`src/hdl/locm_pkg.sv`:
```
// Shared constants and register codes for the chassis drive mixer.
`timescale 1ns / 1ps
package locm_pkg;

  localparam int DataWidthDef = 16;
  localparam int GainW        = 16;
  localparam int CmdW         = 16;
  localparam int LimitW       = 15;
  localparam int CfgIdxW      = 3;
  localparam int CfgDataW     = 16;
  localparam int FracShift    = 24;
  localparam int ClampExp     = 46;
  // wide enough to carry a clamped mix of magnitude 2**ClampExp
  localparam int ClampW       = ClampExp + 2;
  localparam int Stages       = 6;

  localparam logic signed [GainW-1:0] PosGainReset = 16'sd384;
  localparam logic signed [GainW-1:0] VelGainReset = 16'sd26;
  localparam logic signed [GainW-1:0] ScaleReset   = 16'sd256;
  localparam logic [LimitW-1:0]       LimitReset   = 15'd16384;

  typedef enum logic [CfgIdxW-1:0] {
    CfgGainXPos    = 3'd0,
    CfgGainXVel    = 3'd1,
    CfgGainYPos    = 3'd2,
    CfgGainYVel    = 3'd3,
    CfgGainTurnPos = 3'd4,
    CfgGainTurnVel = 3'd5,
    CfgWheelScale  = 3'd6,
    CfgOutputLimit = 3'd7
  } cfg_reg_t;

endpackage

```
`src/hdl/locm_axis.sv`:
```
// One axis of state feedback: error, gain products and effort, three stages.
`timescale 1ns / 1ps
module locm_axis #(
  parameter int DATA_WIDTH = locm_pkg::DataWidthDef
) (
  input  logic                                  clk,
  input  logic                                  en,
  input  logic signed [locm_pkg::GainW-1:0]     kpos,
  input  logic signed [locm_pkg::GainW-1:0]     kvel,
  input  logic signed [DATA_WIDTH-1:0]          value,
  input  logic signed [DATA_WIDTH-1:0]          rate,
  input  logic signed [DATA_WIDTH-1:0]          target,
  output logic signed [DATA_WIDTH+17:0]         effort
);

  localparam int ErrW  = DATA_WIDTH + 1;
  localparam int PosW  = ErrW + locm_pkg::GainW;
  localparam int VelW  = DATA_WIDTH + locm_pkg::GainW;
  localparam int EffW  = DATA_WIDTH + 18;

  logic signed [ErrW-1:0]       err;
  logic signed [DATA_WIDTH-1:0] drate;
  logic signed [PosW-1:0]       pos_prod;
  logic signed [VelW-1:0]       vel_prod;

  always_ff @(posedge clk) begin
    if (en) begin
      err      <= ErrW'(value) - ErrW'(target);
      drate    <= rate;
      pos_prod <= PosW'(kpos) * PosW'(err);
      vel_prod <= VelW'(kvel) * VelW'(drate);
      effort   <= -(EffW'(pos_prod) + EffW'(vel_prod));
    end
  end

endmodule

```
`config.mk`:
```
export PLATFORM = sky130hd
export DESIGN_NAME = locm_axis
export DESIGN_NICKNAME = d
export VERILOG_FILES = /design/src/hdl/locm_pkg.sv /design/src/hdl/locm_axis.sv
export SDC_FILE = /design/constraint.sdc
export NUM_CORES = 2
export LEC_CHECK = 0
export ABC_AREA = 1
export BUFFER_PORTS_ARGS = -buffer_cell sky130_fd_sc_hd__buf_2
export CORE_MARGIN = 5
export CORE_UTILIZATION = 35
export CTS_CLUSTER_DIAMETER = 30
export DETAILED_ROUTE_END_ITERATION = 16
export GPL_TIMING_DRIVEN = 1
export HOLD_SLACK_MARGIN = 0.06
export PLACE_DENSITY = 0.53
export SYNTH_ARGS = -nofsm -noshare
export SYNTH_HDL_FRONTEND = slang
export SYNTH_SLANG_ARGS = --single-unit
```
`constraint.sdc`:
```
create_clock -name clk -period 8.67 [get_ports clk]
set_clock_uncertainty 0.15 [all_clocks]
set_input_delay 1.734 -clock clk [delete_from_list [all_inputs] [get_ports clk]]
set_output_delay 1.734 -clock clk [all_outputs]
set_load 0.03 [all_outputs]
```
**After elaboration in Yosys (flattened, before gate mapping)**

Index checks and enable logic that the tools add are counted.

- Register bits after elaboration: 132
- Output and inout bits: 34
- Logic and storage cells: 10

- $add $sub $neg: 3
- Multiply operators: 2

Operator list:

| kind | count |
|---|---|
| $add 33x32->34 | 1 |
| $neg 34->34 | 1 |
| $mul 16x17->33 | 1 |
| $mul 16x16->32 | 1 |
| $sub 16x16->17 | 1 |

**Logic depth before layout (Yosys ltp)**

- Depth in word-level cells: 2
- Gate-level depth with buffers: 27
- Depth with buffers taken out: 25

**Worst setup path before layout**

No wires, ideal clock.

- Path kind: input-to-reg
- Start point: input port kpos[5] in the netlist's numbering
- End point: register pos_prod[31], data pin
- Buffers on the path: 2
- Arrival time: 6.847 ns
- Library setup time: 0.252 ns
- Cell stages on the path: 23
- Data required time: 8.268 ns
- Path slack: 1.420 ns
- Cell sequence: clkbuf_1 clkbuf_1 nand2_1 fa_1 inv_1 fa_1 inv_1 fa_1 fa_1 inv_1 fa_1 inv_1 fa_1 inv_1 ha_1 nand2_1 inv_1 nand2_1 nor3_1 and2_1 nand2_1 nand3_1 nand2_1

- Word-level cells in the longest chain between the ends: 1

RTL lines:

| what | RTL line | text |
|---|---|---|
| from (decl) | locm_axis.sv:8 | `input logic signed [locm_pkg::GainW-1:0] kpos,` |
| $mul 16x17->33 | locm_axis.sv:30 | `pos_prod <= PosW'(kpos) * PosW'(err);` |
| to (signal assigned) | locm_axis.sv:30 |  |
| to (decl) | locm_axis.sv:23 | `logic signed [PosW-1:0] pos_prod;` |

No other way between the ends.
A chain may end at the register's enable or synchronous reset.

**Worst setup path in the final report**

- Start point: input port kpos[1] in the netlist's numbering
- End point: register pos_prod[31], data pin

Same word-level chain as after synthesis.

==> reports/results.tsv <==
metric	value	unit
status	complete, no violations	
worst-skew pair later-pin latency	0.50	ns
worst setup path class	in2reg	
largest net degree at the start of global routing	79	
CORE AREA	85000	um2
Peak Freq	0.140	GHz
Final Setup Violations	0	
Horiz. Die Dim	303	um
CTS Buf Count	17	
final period utilization	82.5	%
Final min period	7.15	ns
Max FO, Critical Path	17	
H-tree Lvls	4	
Cells after Synth	3838	
post-synthesis cell type count	35	
antenna viol nets, final	0	
Worst setup startpoint	kpos[1]	
Initial Util	35.2	%
post-DP HPWL	63900	um
clk buf depth	2	
vias	22563	
hold_buf cts	0	
mux share of post-synthesis cell area	0	%
main combinational cell family by area after synthesis	adder cells	
Port Buffers	115	
WL per Instance	15.1	um
chip height	303	um
Max-Cap Viols	0	
Final GP Congestion	0.869	
layout cells sized above 1	5.91	%
crit end category	flop	
worst r2r src	drate[4]	
hold_sp	vel_prod[0]	
CTS tree	done	
hold path depth	2	
# clock sinks	132	
setup bufs post-CTS	0	
post-cts sizing count	0	
Final Instance Count excl. Fillers	5018	
most frequent cell after synthesis	inv_1	
fin nets	4729	
DRC Markers	0	
reg2reg path depth	18	
final wirelength	75800	um
XOR/XNOR Fraction of Synth Area	1.90	%
first-pass iteration count of the detailed router	6	
Synth Area in Compound Gates	2.95	%
setup TNS	0	ns
top post-synthesis cells by area	fa_1 36%, inv_1 14%, edfxtp_1 13%, nand2_1 13%, ha_1 10%	
CP Data Required Time	8.76	ns
Initial DRC Count	1234	
die footprint	91500	um2
Yosys Warn Count	0	
Slew @ Worst Pin	0.884	ns
FFs w/ async S/R, synth	0	%
Mapped Area	29900	um2
final hold vios	0	
vias in the first global route	23586	
FP Rows	107	
Max-slew headroom	41.1	%
cell total after placement	4985	
Final Max Tran Viols	0	
Post-Syn Area per Cell	7.80	um2
most frequent cells after synthesis	1148 x inv_1, 1040 x nand2_1, 540 x fa_1, 247 x ha_1, 140 x nor2_1	
first-pass GRT wire length	125000	um
Synth Register Bits	132	
Reg clk slew, reported paths	0.06	ns
Critical Path AT	7.24	ns
Post-synth EDFFs	132	
Synth area leader	fa_1	
antenna violations before repair	1	
sequential fraction of the synthesis area	13.2	%
simple logic cell fraction of the synthesized area	19.5	%
RSZ-0062 raised after global routing	false	
worst hold path class	reg2reg	
Tot GR Track Use	17.3	%
Syn Nets	4707	
Area growth syn-to-layout	7.49	%
Post-Synth Adder-Cell Area	46.4	%
predominant post-synthesis flop cell	edfxtp_1	
io pins	116	
fillcell total	8900	
GRT Residual Overflow	0	
top cell type's share of synthesized area	36.1	%
vias per cell	4.50	
startpoint types	input port	
clk root buf	clkbuf_16	
-- final timing paths --
kind	slack (ns)	endpoint
max	1.52	pos_prod[31]
min	0.49	effort[0]
max reg2reg	2.25	vel_prod[28]
min reg2reg	0.49	effort[0]
-- per-layer routing --
| metal | share of wire (%) | global-route usage, % |
|---|---|---|
| met5 | 0.022 | 0 |
| met4 | 1.8 | 4.24 |
| met3 | 4.1 | 2.20 |
| met2 | 47 | 29.0 |
| met1 | 47 | 23.9 |
-- kinds of logic after synthesis --
| group | after synthesis |
|---|---|
| AND/OR/NAND/NOR | 1413 |
| flip-flops | 132 |
| AO/OA/AOI/OAI | 164 |
| XOR/XNOR | 65 |
| adder cells (fa/ha/maj) | 787 |
| buffers and inverters | 1277 |
-- stage by stage --
| step | hold WS, ns | util, % | setup WS (ns) | cell area (um2) |
|---|---|---|---|---|
| after detailed placement | 0.476 | 37.1 | 0.983 | 31600 |
| after global routing | 0.526 | 37.9 | 1.08 | 32200 |
| after floorplan | 0.446 | - | 1.42 | 29900 |
| final | 0.486 | 37.9 | 1.52 | 32200 |
| after global placement | 0.466 | 37.1 | 1.05 | 31600 |
| after CTS | 0.499 | 37.9 | 1.50 | 32200 |
-- worst max-delay path, cell delays in order --
cell and delay [ns]:
buf_2 0.31, nand2_1 0.16, inv_1 0.15, fa_1 0.55, fa_1 0.84, inv_1 0.16
fa_1 0.44, fa_1 0.54, inv_1 0.05, fa_1 0.52, inv_1 0.05, fa_1 0.47
inv_1 0.04, ha_1 0.35, nand2_1 0.15, inv_1 0.08, nand2_1 0.08, nor3_1 0.18
and2_1 0.15, nand2_1 0.06, nand3_1 0.09, nand2_1 0.05
-- state kept, by name (all words and copies together) (netlist names) --
name / cells
pos_prod: 33
effort: 34
err: 17
vel_prod: 32
drate: 16
-- layout make-up --
cell class	instances	area, um2	share of cell area [%]
antenna	1	2.50	0.00777
sequential	132	3960	12.3
inverter	1159	4350	13.5
tap	1144	1430	4.45
multi-input combinational	2429	21200	65.8
timing repair buffer	121	627	1.95
clock buffer	17	425	1.32
clock inverter	15	200	0.622
-- layout by cell type, fill, tap and decap left out, drive strengths merged --
| master | synthesis | routed |
|---|---|---|
| a21boi | 1 | 1 |
| a21o | 4 | 4 |
| a21oi | 99 | 99 |
| and2 | 7 | 7 |
| and3 | 2 | 2 |
| buf | 1 | 121 |
| bufinv | 0 | 4 |
| clkbuf | 117 | 17 |
| clkinv | 0 | 4 |
| clkinvlp | 0 | 3 |
| diode | 0 | 1 |
| edfxtp | 132 | 132 |
| fa | 540 | 540 |
| ha | 247 | 247 |
| inv | 1159 | 1163 |
| nand2 | 1060 | 1060 |
| nand3 | 100 | 100 |
| nand3b | 7 | 7 |
| nand4 | 35 | 35 |
| nor2 | 161 | 161 |
| nor3 | 30 | 30 |
| nor4 | 3 | 3 |
| o21a | 1 | 1 |
| o21ai | 43 | 43 |
| o21bai | 14 | 14 |
| o31ai | 2 | 2 |
| or2 | 8 | 8 |
| xnor2 | 9 | 9 |
| xor2 | 56 | 56 |
Power is left out: the tool's default activity adds up to more than one toggle a clock period on the data nets, which glitch-free logic cannot reach.
