$ cat config.mk
export PLATFORM = sky130hd
export DESIGN_NAME = locm_wheel
export DESIGN_NICKNAME = d
export VERILOG_FILES = /design/src/hdl/locm_pkg.sv /design/src/hdl/locm_wheel.sv
export SDC_FILE = /design/constraint.sdc
export NUM_CORES = 1
export LEC_CHECK = 0
export BUFFER_PORTS_ARGS = -buffer_cell sky130_fd_sc_hd__clkbuf_2
export CELL_PAD_IN_SITES_DETAIL_PLACEMENT = 0
export CELL_PAD_IN_SITES_GLOBAL_PLACEMENT = 1
export CORE_ASPECT_RATIO = 0.6
export CORE_UTILIZATION = 30
export CTS_BUF_LIST = sky130_fd_sc_hd__clkbuf_4
export DETAILED_ROUTE_END_ITERATION = 6
export GPL_ROUTABILITY_DRIVEN = 0
export GPL_TIMING_DRIVEN = 0
export HOLD_SLACK_MARGIN = 0.15
export PLACE_DENSITY = 0.62
export REMOVE_ABC_BUFFERS = 1
export SLEW_MARGIN = 0
export SYNTH_ARGS = -nofsm -noshare
export SYNTH_HDL_FRONTEND = slang
export SYNTH_SLANG_ARGS = --single-unit
$ cat constraint.sdc
create_clock -name clk -period 6.7 [get_ports clk]
set_input_delay 1.34 -clock clk [delete_from_list [all_inputs] [get_ports clk]]
set_output_delay 1.34 -clock clk [all_outputs]
set_load 0.02 [all_outputs]
$ cat src/hdl/locm_pkg.sv
// Shared constants and register codes for the chassis drive mixer.
`timescale 1ns / 1ps
package locm_pkg;

  localparam int DataWidthDef = 16;
  localparam int GainW        = 16;
  localparam int CmdW         = 16;
  localparam int LimitW       = 15;
  localparam int CfgIdxW      = 3;
  localparam int CfgDataW     = 16;
  localparam int FracShift    = 24;
  localparam int ClampExp     = 46;
  // wide enough to carry a clamped mix of magnitude 2**ClampExp
  localparam int ClampW       = ClampExp + 2;
  localparam int Stages       = 6;

  localparam logic signed [GainW-1:0] PosGainReset = 16'sd384;
  localparam logic signed [GainW-1:0] VelGainReset = 16'sd26;
  localparam logic signed [GainW-1:0] ScaleReset   = 16'sd256;
  localparam logic [LimitW-1:0]       LimitReset   = 15'd16384;

  typedef enum logic [CfgIdxW-1:0] {
    CfgGainXPos    = 3'd0,
    CfgGainXVel    = 3'd1,
    CfgGainYPos    = 3'd2,
    CfgGainYVel    = 3'd3,
    CfgGainTurnPos = 3'd4,
    CfgGainTurnVel = 3'd5,
    CfgWheelScale  = 3'd6,
    CfgOutputLimit = 3'd7
  } cfg_reg_t;

endpackage

$ cat src/hdl/locm_wheel.sv
// One wheel: clamp mixed effort, scale, floor to integer and saturate.
`timescale 1ns / 1ps
module locm_wheel #(
  parameter int DATA_WIDTH = locm_pkg::DataWidthDef
) (
  input  logic                                  clk,
  input  logic                                  en,
  input  logic signed [DATA_WIDTH+18:0]         mix,
  input  logic signed [locm_pkg::GainW-1:0]     scale,
  input  logic [locm_pkg::LimitW-1:0]           limit,
  output logic signed [locm_pkg::CmdW-1:0]      cmd
);

  localparam int MixW  = DATA_WIDTH + 19;
  localparam int CW    = (MixW >= locm_pkg::ClampW) ? locm_pkg::ClampW : MixW;
  localparam int ProdW = CW + locm_pkg::GainW;
  localparam int ShW   = ProdW - locm_pkg::FracShift;

  logic signed [CW-1:0]    mix_c;
  logic signed [CW-1:0]    mix_q;
  logic signed [ProdW-1:0] prod;
  logic signed [ShW-1:0]   whole;
  logic signed [ShW-1:0]   lim_s;
  logic signed [locm_pkg::CmdW-1:0] cmd_next;

  generate
    if (MixW >= locm_pkg::ClampW) begin : g_clamp
      localparam logic signed [MixW-1:0] Hi = MixW'(1) << locm_pkg::ClampExp;
      localparam logic signed [MixW-1:0] Lo = -Hi;
      always_comb begin
        if (mix > Hi) begin
          mix_c = CW'(Hi);
        end else if (mix < Lo) begin
          mix_c = CW'(Lo);
        end else begin
          mix_c = CW'(mix);
        end
      end
    end else begin : g_pass
      // too narrow to ever reach the clamp
      assign mix_c = mix;
    end
  endgenerate

  // arithmetic shift of the product rounds toward minus infinity
  assign whole = prod[ProdW-1:locm_pkg::FracShift];
  assign lim_s = ShW'($signed({1'b0, limit}));

  always_comb begin
    if (whole > lim_s) begin
      cmd_next = locm_pkg::CmdW'(lim_s);
    end else if (whole < -lim_s) begin
      cmd_next = locm_pkg::CmdW'(-lim_s);
    end else begin
      cmd_next = whole[locm_pkg::CmdW-1:0];
    end
  end

  always_ff @(posedge clk) begin
    if (en) begin
      mix_q <= mix_c;
      prod  <= ProdW'(mix_q) * ProdW'(scale);
      cmd   <= cmd_next;
    end
  end

endmodule

Word-level counts from Yosys, hierarchy flattened --
Index checks and enable logic that the tools add are counted. W data, S select, Z words.
Word-level totals: flip-flop bits (word level) 102, bits in latches 0, memory bits (writable) 0, ROM bits 0, bits of input ports 68, output and inout port bits 16, word-level logic and storage cells 10, memories 0
Operators by class: $add $sub $neg 1, multiply operators 1, div/mod/pow operators 0, magnitude comparators 2, equal/unequal tests 0, shift-type cells 0, muxes and demuxes 2, bitwise gates (word level) 0, reduce and logical (&&, ||, !) cells 0
Operators with widths (count):
- $mul A35 B16 Y51 | 1
- $gt A27 B16 Y1 | 1
- $lt A27 B27 Y1 | 1
- $neg A15 Y27 | 1
- $mux W16 | 1
- $mux W15 | 1

Logic depth before layout (Yosys ltp) --
depth in word-level cells 4, mapped depth 26, gate-level depth less buffers 23

Worst setup path before layout --
No wires, ideal clock.
path kind in2reg, start point in scale[1] in the netlist's numbering, end point reg prod[41], data pin, setup time 259 ps, data arrival time 6852 ps, required time 6441 ps, path slack -411 ps, cell stages on the path 21, path buffers 2, cell sequence clkbuf_1 > clkbuf_1 > nand2_1 > fa_1 > fa_1 > fa_1 > inv_1 > fa_1 > fa_1 > inv_1 > fa_1 > inv_1 > ha_1 > a21oi_1 > o21ai_1 > o311a_1 > a31oi_1 > a21oi_1 > nor3_1 > o21ai_0 > xnor2_1
Between the ends: longest elaborated chain between the ends 1
RTL lines:
- start, declared | line locm_wheel.sv:9 | input logic signed [locm_pkg::GainW-1:0] scale,
- $mul A35 B16 Y51 | line locm_wheel.sv:62 | prod <= ProdW'(mix_q) * ProdW'(scale);
- end signal, assigned | line locm_wheel.sv:62
- end, declared | line locm_wheel.sv:21 | logic signed [ProdW-1:0] prod;
No other way between the ends. A chain may end at the register's enable or synchronous reset.

Worst setup path after layout --
start point in scale[15] in the netlist's numbering, end point reg prod[50], data pin
The elaborated chain is that of the path after synthesis.

==> metrics.md <==
| Metric | Value |
|---|---|
| Root buffer cell | `clkbuf_4` |
| Critical R2R Launch | `mix_q[1]$_DFFE_PP_` |
| Worst-path fanout max | `5` |
| Worst Hold End | `cmd[0]$_DFFE_PP_` |
| Area post-placement | `24,550 um2` |
| Multi-input gate area | `18,750 um2` |
| Reg2reg path depth | `17` |
| Final setup viols | `11` |
| Final worst setup slack | `-0.1271 ns` |
| Number of flops mapped to enable cells by yosys | `78` |
| Hold_ws | `0.7511 ns` |
| Hold_sp | `prod[24]$_DFFE_PP_` |
| Leading cell type in the layout, fill and taps excluded | `inv_1` |
| Die Span Y | `217.8 um` |
| Vias per Instance | `4.866` |
| Outcome | `complete, but fails checks` |
| Slew HR | `0.09043` |
| Starting density of the core | `0.3058` |
| Final ANT Viol Nets | `0` |
| Worst Hold Depth | `2` |
| CTS tree | `done` |
| Design area | `27,120 um2` |
| Netlist cell types | `67` |
| Die width | `361.6 um` |
| Sequential share of the synthesized area | `0.1006` |
| First-pass iteration count of the detailed router | `5` |
| # IOs | `84` |
| Tot GR Track Use | `0.1978` |
| Vias in the first global route | `19,080` |
| Drt wl/cell | `21.40 um` |
| Mapped Area | `23,280 um2` |
| First-pass GRT wire length | `116,000 um` |
| Data arrival, critical path | `7.19 ns` |
| Register area | `2342 um2` |
| Avg Cell Area, Syn | `9.191 um2` |
| # nets final | `3,414` |
| Fin crit share | `1.019` |
| Worst-skew pair later-pin latency | `0.66 ns` |
| Die Footprint | `78,760 um2` |
| Max_cap viols | `0` |
| Share of the synthesized area in the top cell type | `0.4532` |
| Htree depth | `3` |
| Setup TNS after final layout | `-0.7462 ns` |
| Syn Inst Count | `2,533` |
| Setup crit start | `scale[15]` |
| Failing checks | `negative setup slack` |
| Top_reg_cell synth | `edfxtp_1` |
| Total CTS buffers | `9` |
| Startpoint Class | `primary input` |
| Flops & latches, synth | `78` |
| Placeable core region | `76,120 um2` |
| Sink Count | `78` |
| Crit path kind | `in2reg` |
| Pin count of the biggest net entering global routing | `60` |
| R2R Setup Slk | `0.01 ns` |
| Peak Freq | `0.1465 GHz` |
| Hold Fails Final Rpt | `0` |
| Fill cells | `7,849` |
| Row Count | `78` |
| Actual slew at the worst max-slew pin | `1.359 ns` |
| Final WL | `78,530 um` |
| Via Count | `17,860` |
| Nature of the critical path endpoint | `register` |
| Fin util | `0.3562` |
| RSZ-0062 raised after global routing | `true` |
| Critical Path RT | `7.06 ns` |
| Initial drt markers | `1,480` |
| Crit path time final | `6.827 ns` |
| Pins Over Slew Limit | `0` |
| Share of cells above drive strength 1 | `0.1325` |
| Ys Warns | `0` |
| Highest-count cells in the layout ignoring fill and taps | `629 x inv_1, 515 x fa_1, 360 x nand2_1` |
| Area grow syn2layout | `16.48%` |
| Area leader, netlist | `fa_1` |
| Dpl hpwl | `54,480 um` |
| Clock tree buffer depth | `2` |
| Hold_buf cts | `0` |
| Initial antenna violation count | `8` |
| GRT overflow | `0` |
| R2r endpoint | `prod[50]$_DFFE_PP_` |
| Asr flop ratio synth | `0` |
| Top cells by area, synth | `fa_1 45%, inv_1 10%, edfxtp_1 10%` |
| # port buffers | `83` |
| Min-Delay Path Class | `reg2reg` |
| Fin Clk Skew | `0.03154 ns` |
| Residual DRC | `0` |
| Worst-path clk slew | `0.16 ns` |
[Yosys cell counts, drive strengths merged (12+ instances only)]
| cell type | instances |
|---|---|
| nor2 | 60 |
| ha | 159 |
| a21oi | 48 |
| nor3 | 16 |
| xnor2 | 34 |
| nand4 | 29 |
| clkbuf | 111 |
| o211ai | 19 |
| and3 | 12 |
| o21ai | 28 |
| fa | 527 |
| nand3 | 22 |
| edfxtp | 78 |
| a21o | 26 |
| xor2 | 13 |
| and2 | 221 |
| nand2 | 368 |
| inv | 634 |
[critical path: stages]
cell	delay, ns
clkbuf_16	0.13
clkinvlp_4	0.09
buf_12	0.15
buf_4	0.14
nor2_4	0.11
fa_2	0.49
fa_2	0.56
fa_1	0.46
fa_2	0.57
fa_1	0.43
fa_1	0.49
ha_4	0.33
nand2_4	0.07
nor3_4	0.34
nand4_1	0.33
a211o_4	0.45
a31oi_4	0.22
o21ai_4	0.10
a2111oi_4	0.29
a311oi_1	0.08
[sequential cells by signal, indices dropped and copies added, names as in the netlist]
name and cells:
mix_q 35, cmd 16, prod 27
[cells by family (layout without fill, tap and decap cells)]
kind of cell             Yosys count  in the layout  share of synthesized area
multiplexers                       3              3                   0.001290
buffers and inverters            749            881                     0.1212
AND/OR/NAND/NOR                  771            771                     0.1620
adder cells (fa/ha/maj)          686            686                     0.5386
AO/OA/AOI/OAI                    199            199                    0.05853
other                              0              5                          0
flip-flops                        78             78                     0.1006
XOR/XNOR                          47             47                    0.01768
[worst max path at each step]
stage / endpoint / slack, ns / depth (start not counted)
global placement: prod[46]$_DFFE_PP_ / -3.00 / 20
finish: prod[50]$_DFFE_PP_ / -0.13 / 20
floorplan: prod[50]$_DFFE_PP_ / -0.23 / 19
global route: prod[44]$_DFFE_PP_ / -0.21 / 24
CTS: prod[50]$_DFFE_PP_ / -0.10 / 21
detailed placement: prod[46]$_DFFE_PP_ / -2.96 / 20
[stage by stage]
stage               std cells  setup slack, ns
floorplan                2418          -0.2346
global placement         3501           -2.995
detailed placement       3502           -2.960
CTS                      3628          -0.1001
global route             3667          -0.2099
finish                   3670          -0.1271
[cell type report]
class,instances,share of cell area
sequential,78,0.08637
inverter,634,0.08789
clock inverter,7,0.001799
timing repair buffer,230,0.08314
clock buffer,9,0.002491
antenna,5,0.0004614
timing repair inverter,1,0.0002768
tap,1000,0.04614
multi-input combinational,1706,0.6914
[per-layer routing]
metal | wire [um] | track usage
met4 | 841 | 0.03898
met1 | 39370 | 0.3053
met2 | 29220 | 0.2623
met5 | 0 | 0
met3 | 9102 | 0.06556
[repair_timing]
action,CTS,global route
cloned,2,8
pin swaps,18,39
gates resized for setup,97,91
setup endpoints to repair,27,23
setup buffers,108,30
endpoints found under the hold margin,0,0
Power is left out: the tool's default activity adds up to more than one toggle a clock period on the data nets, which glitch-free logic cannot reach.
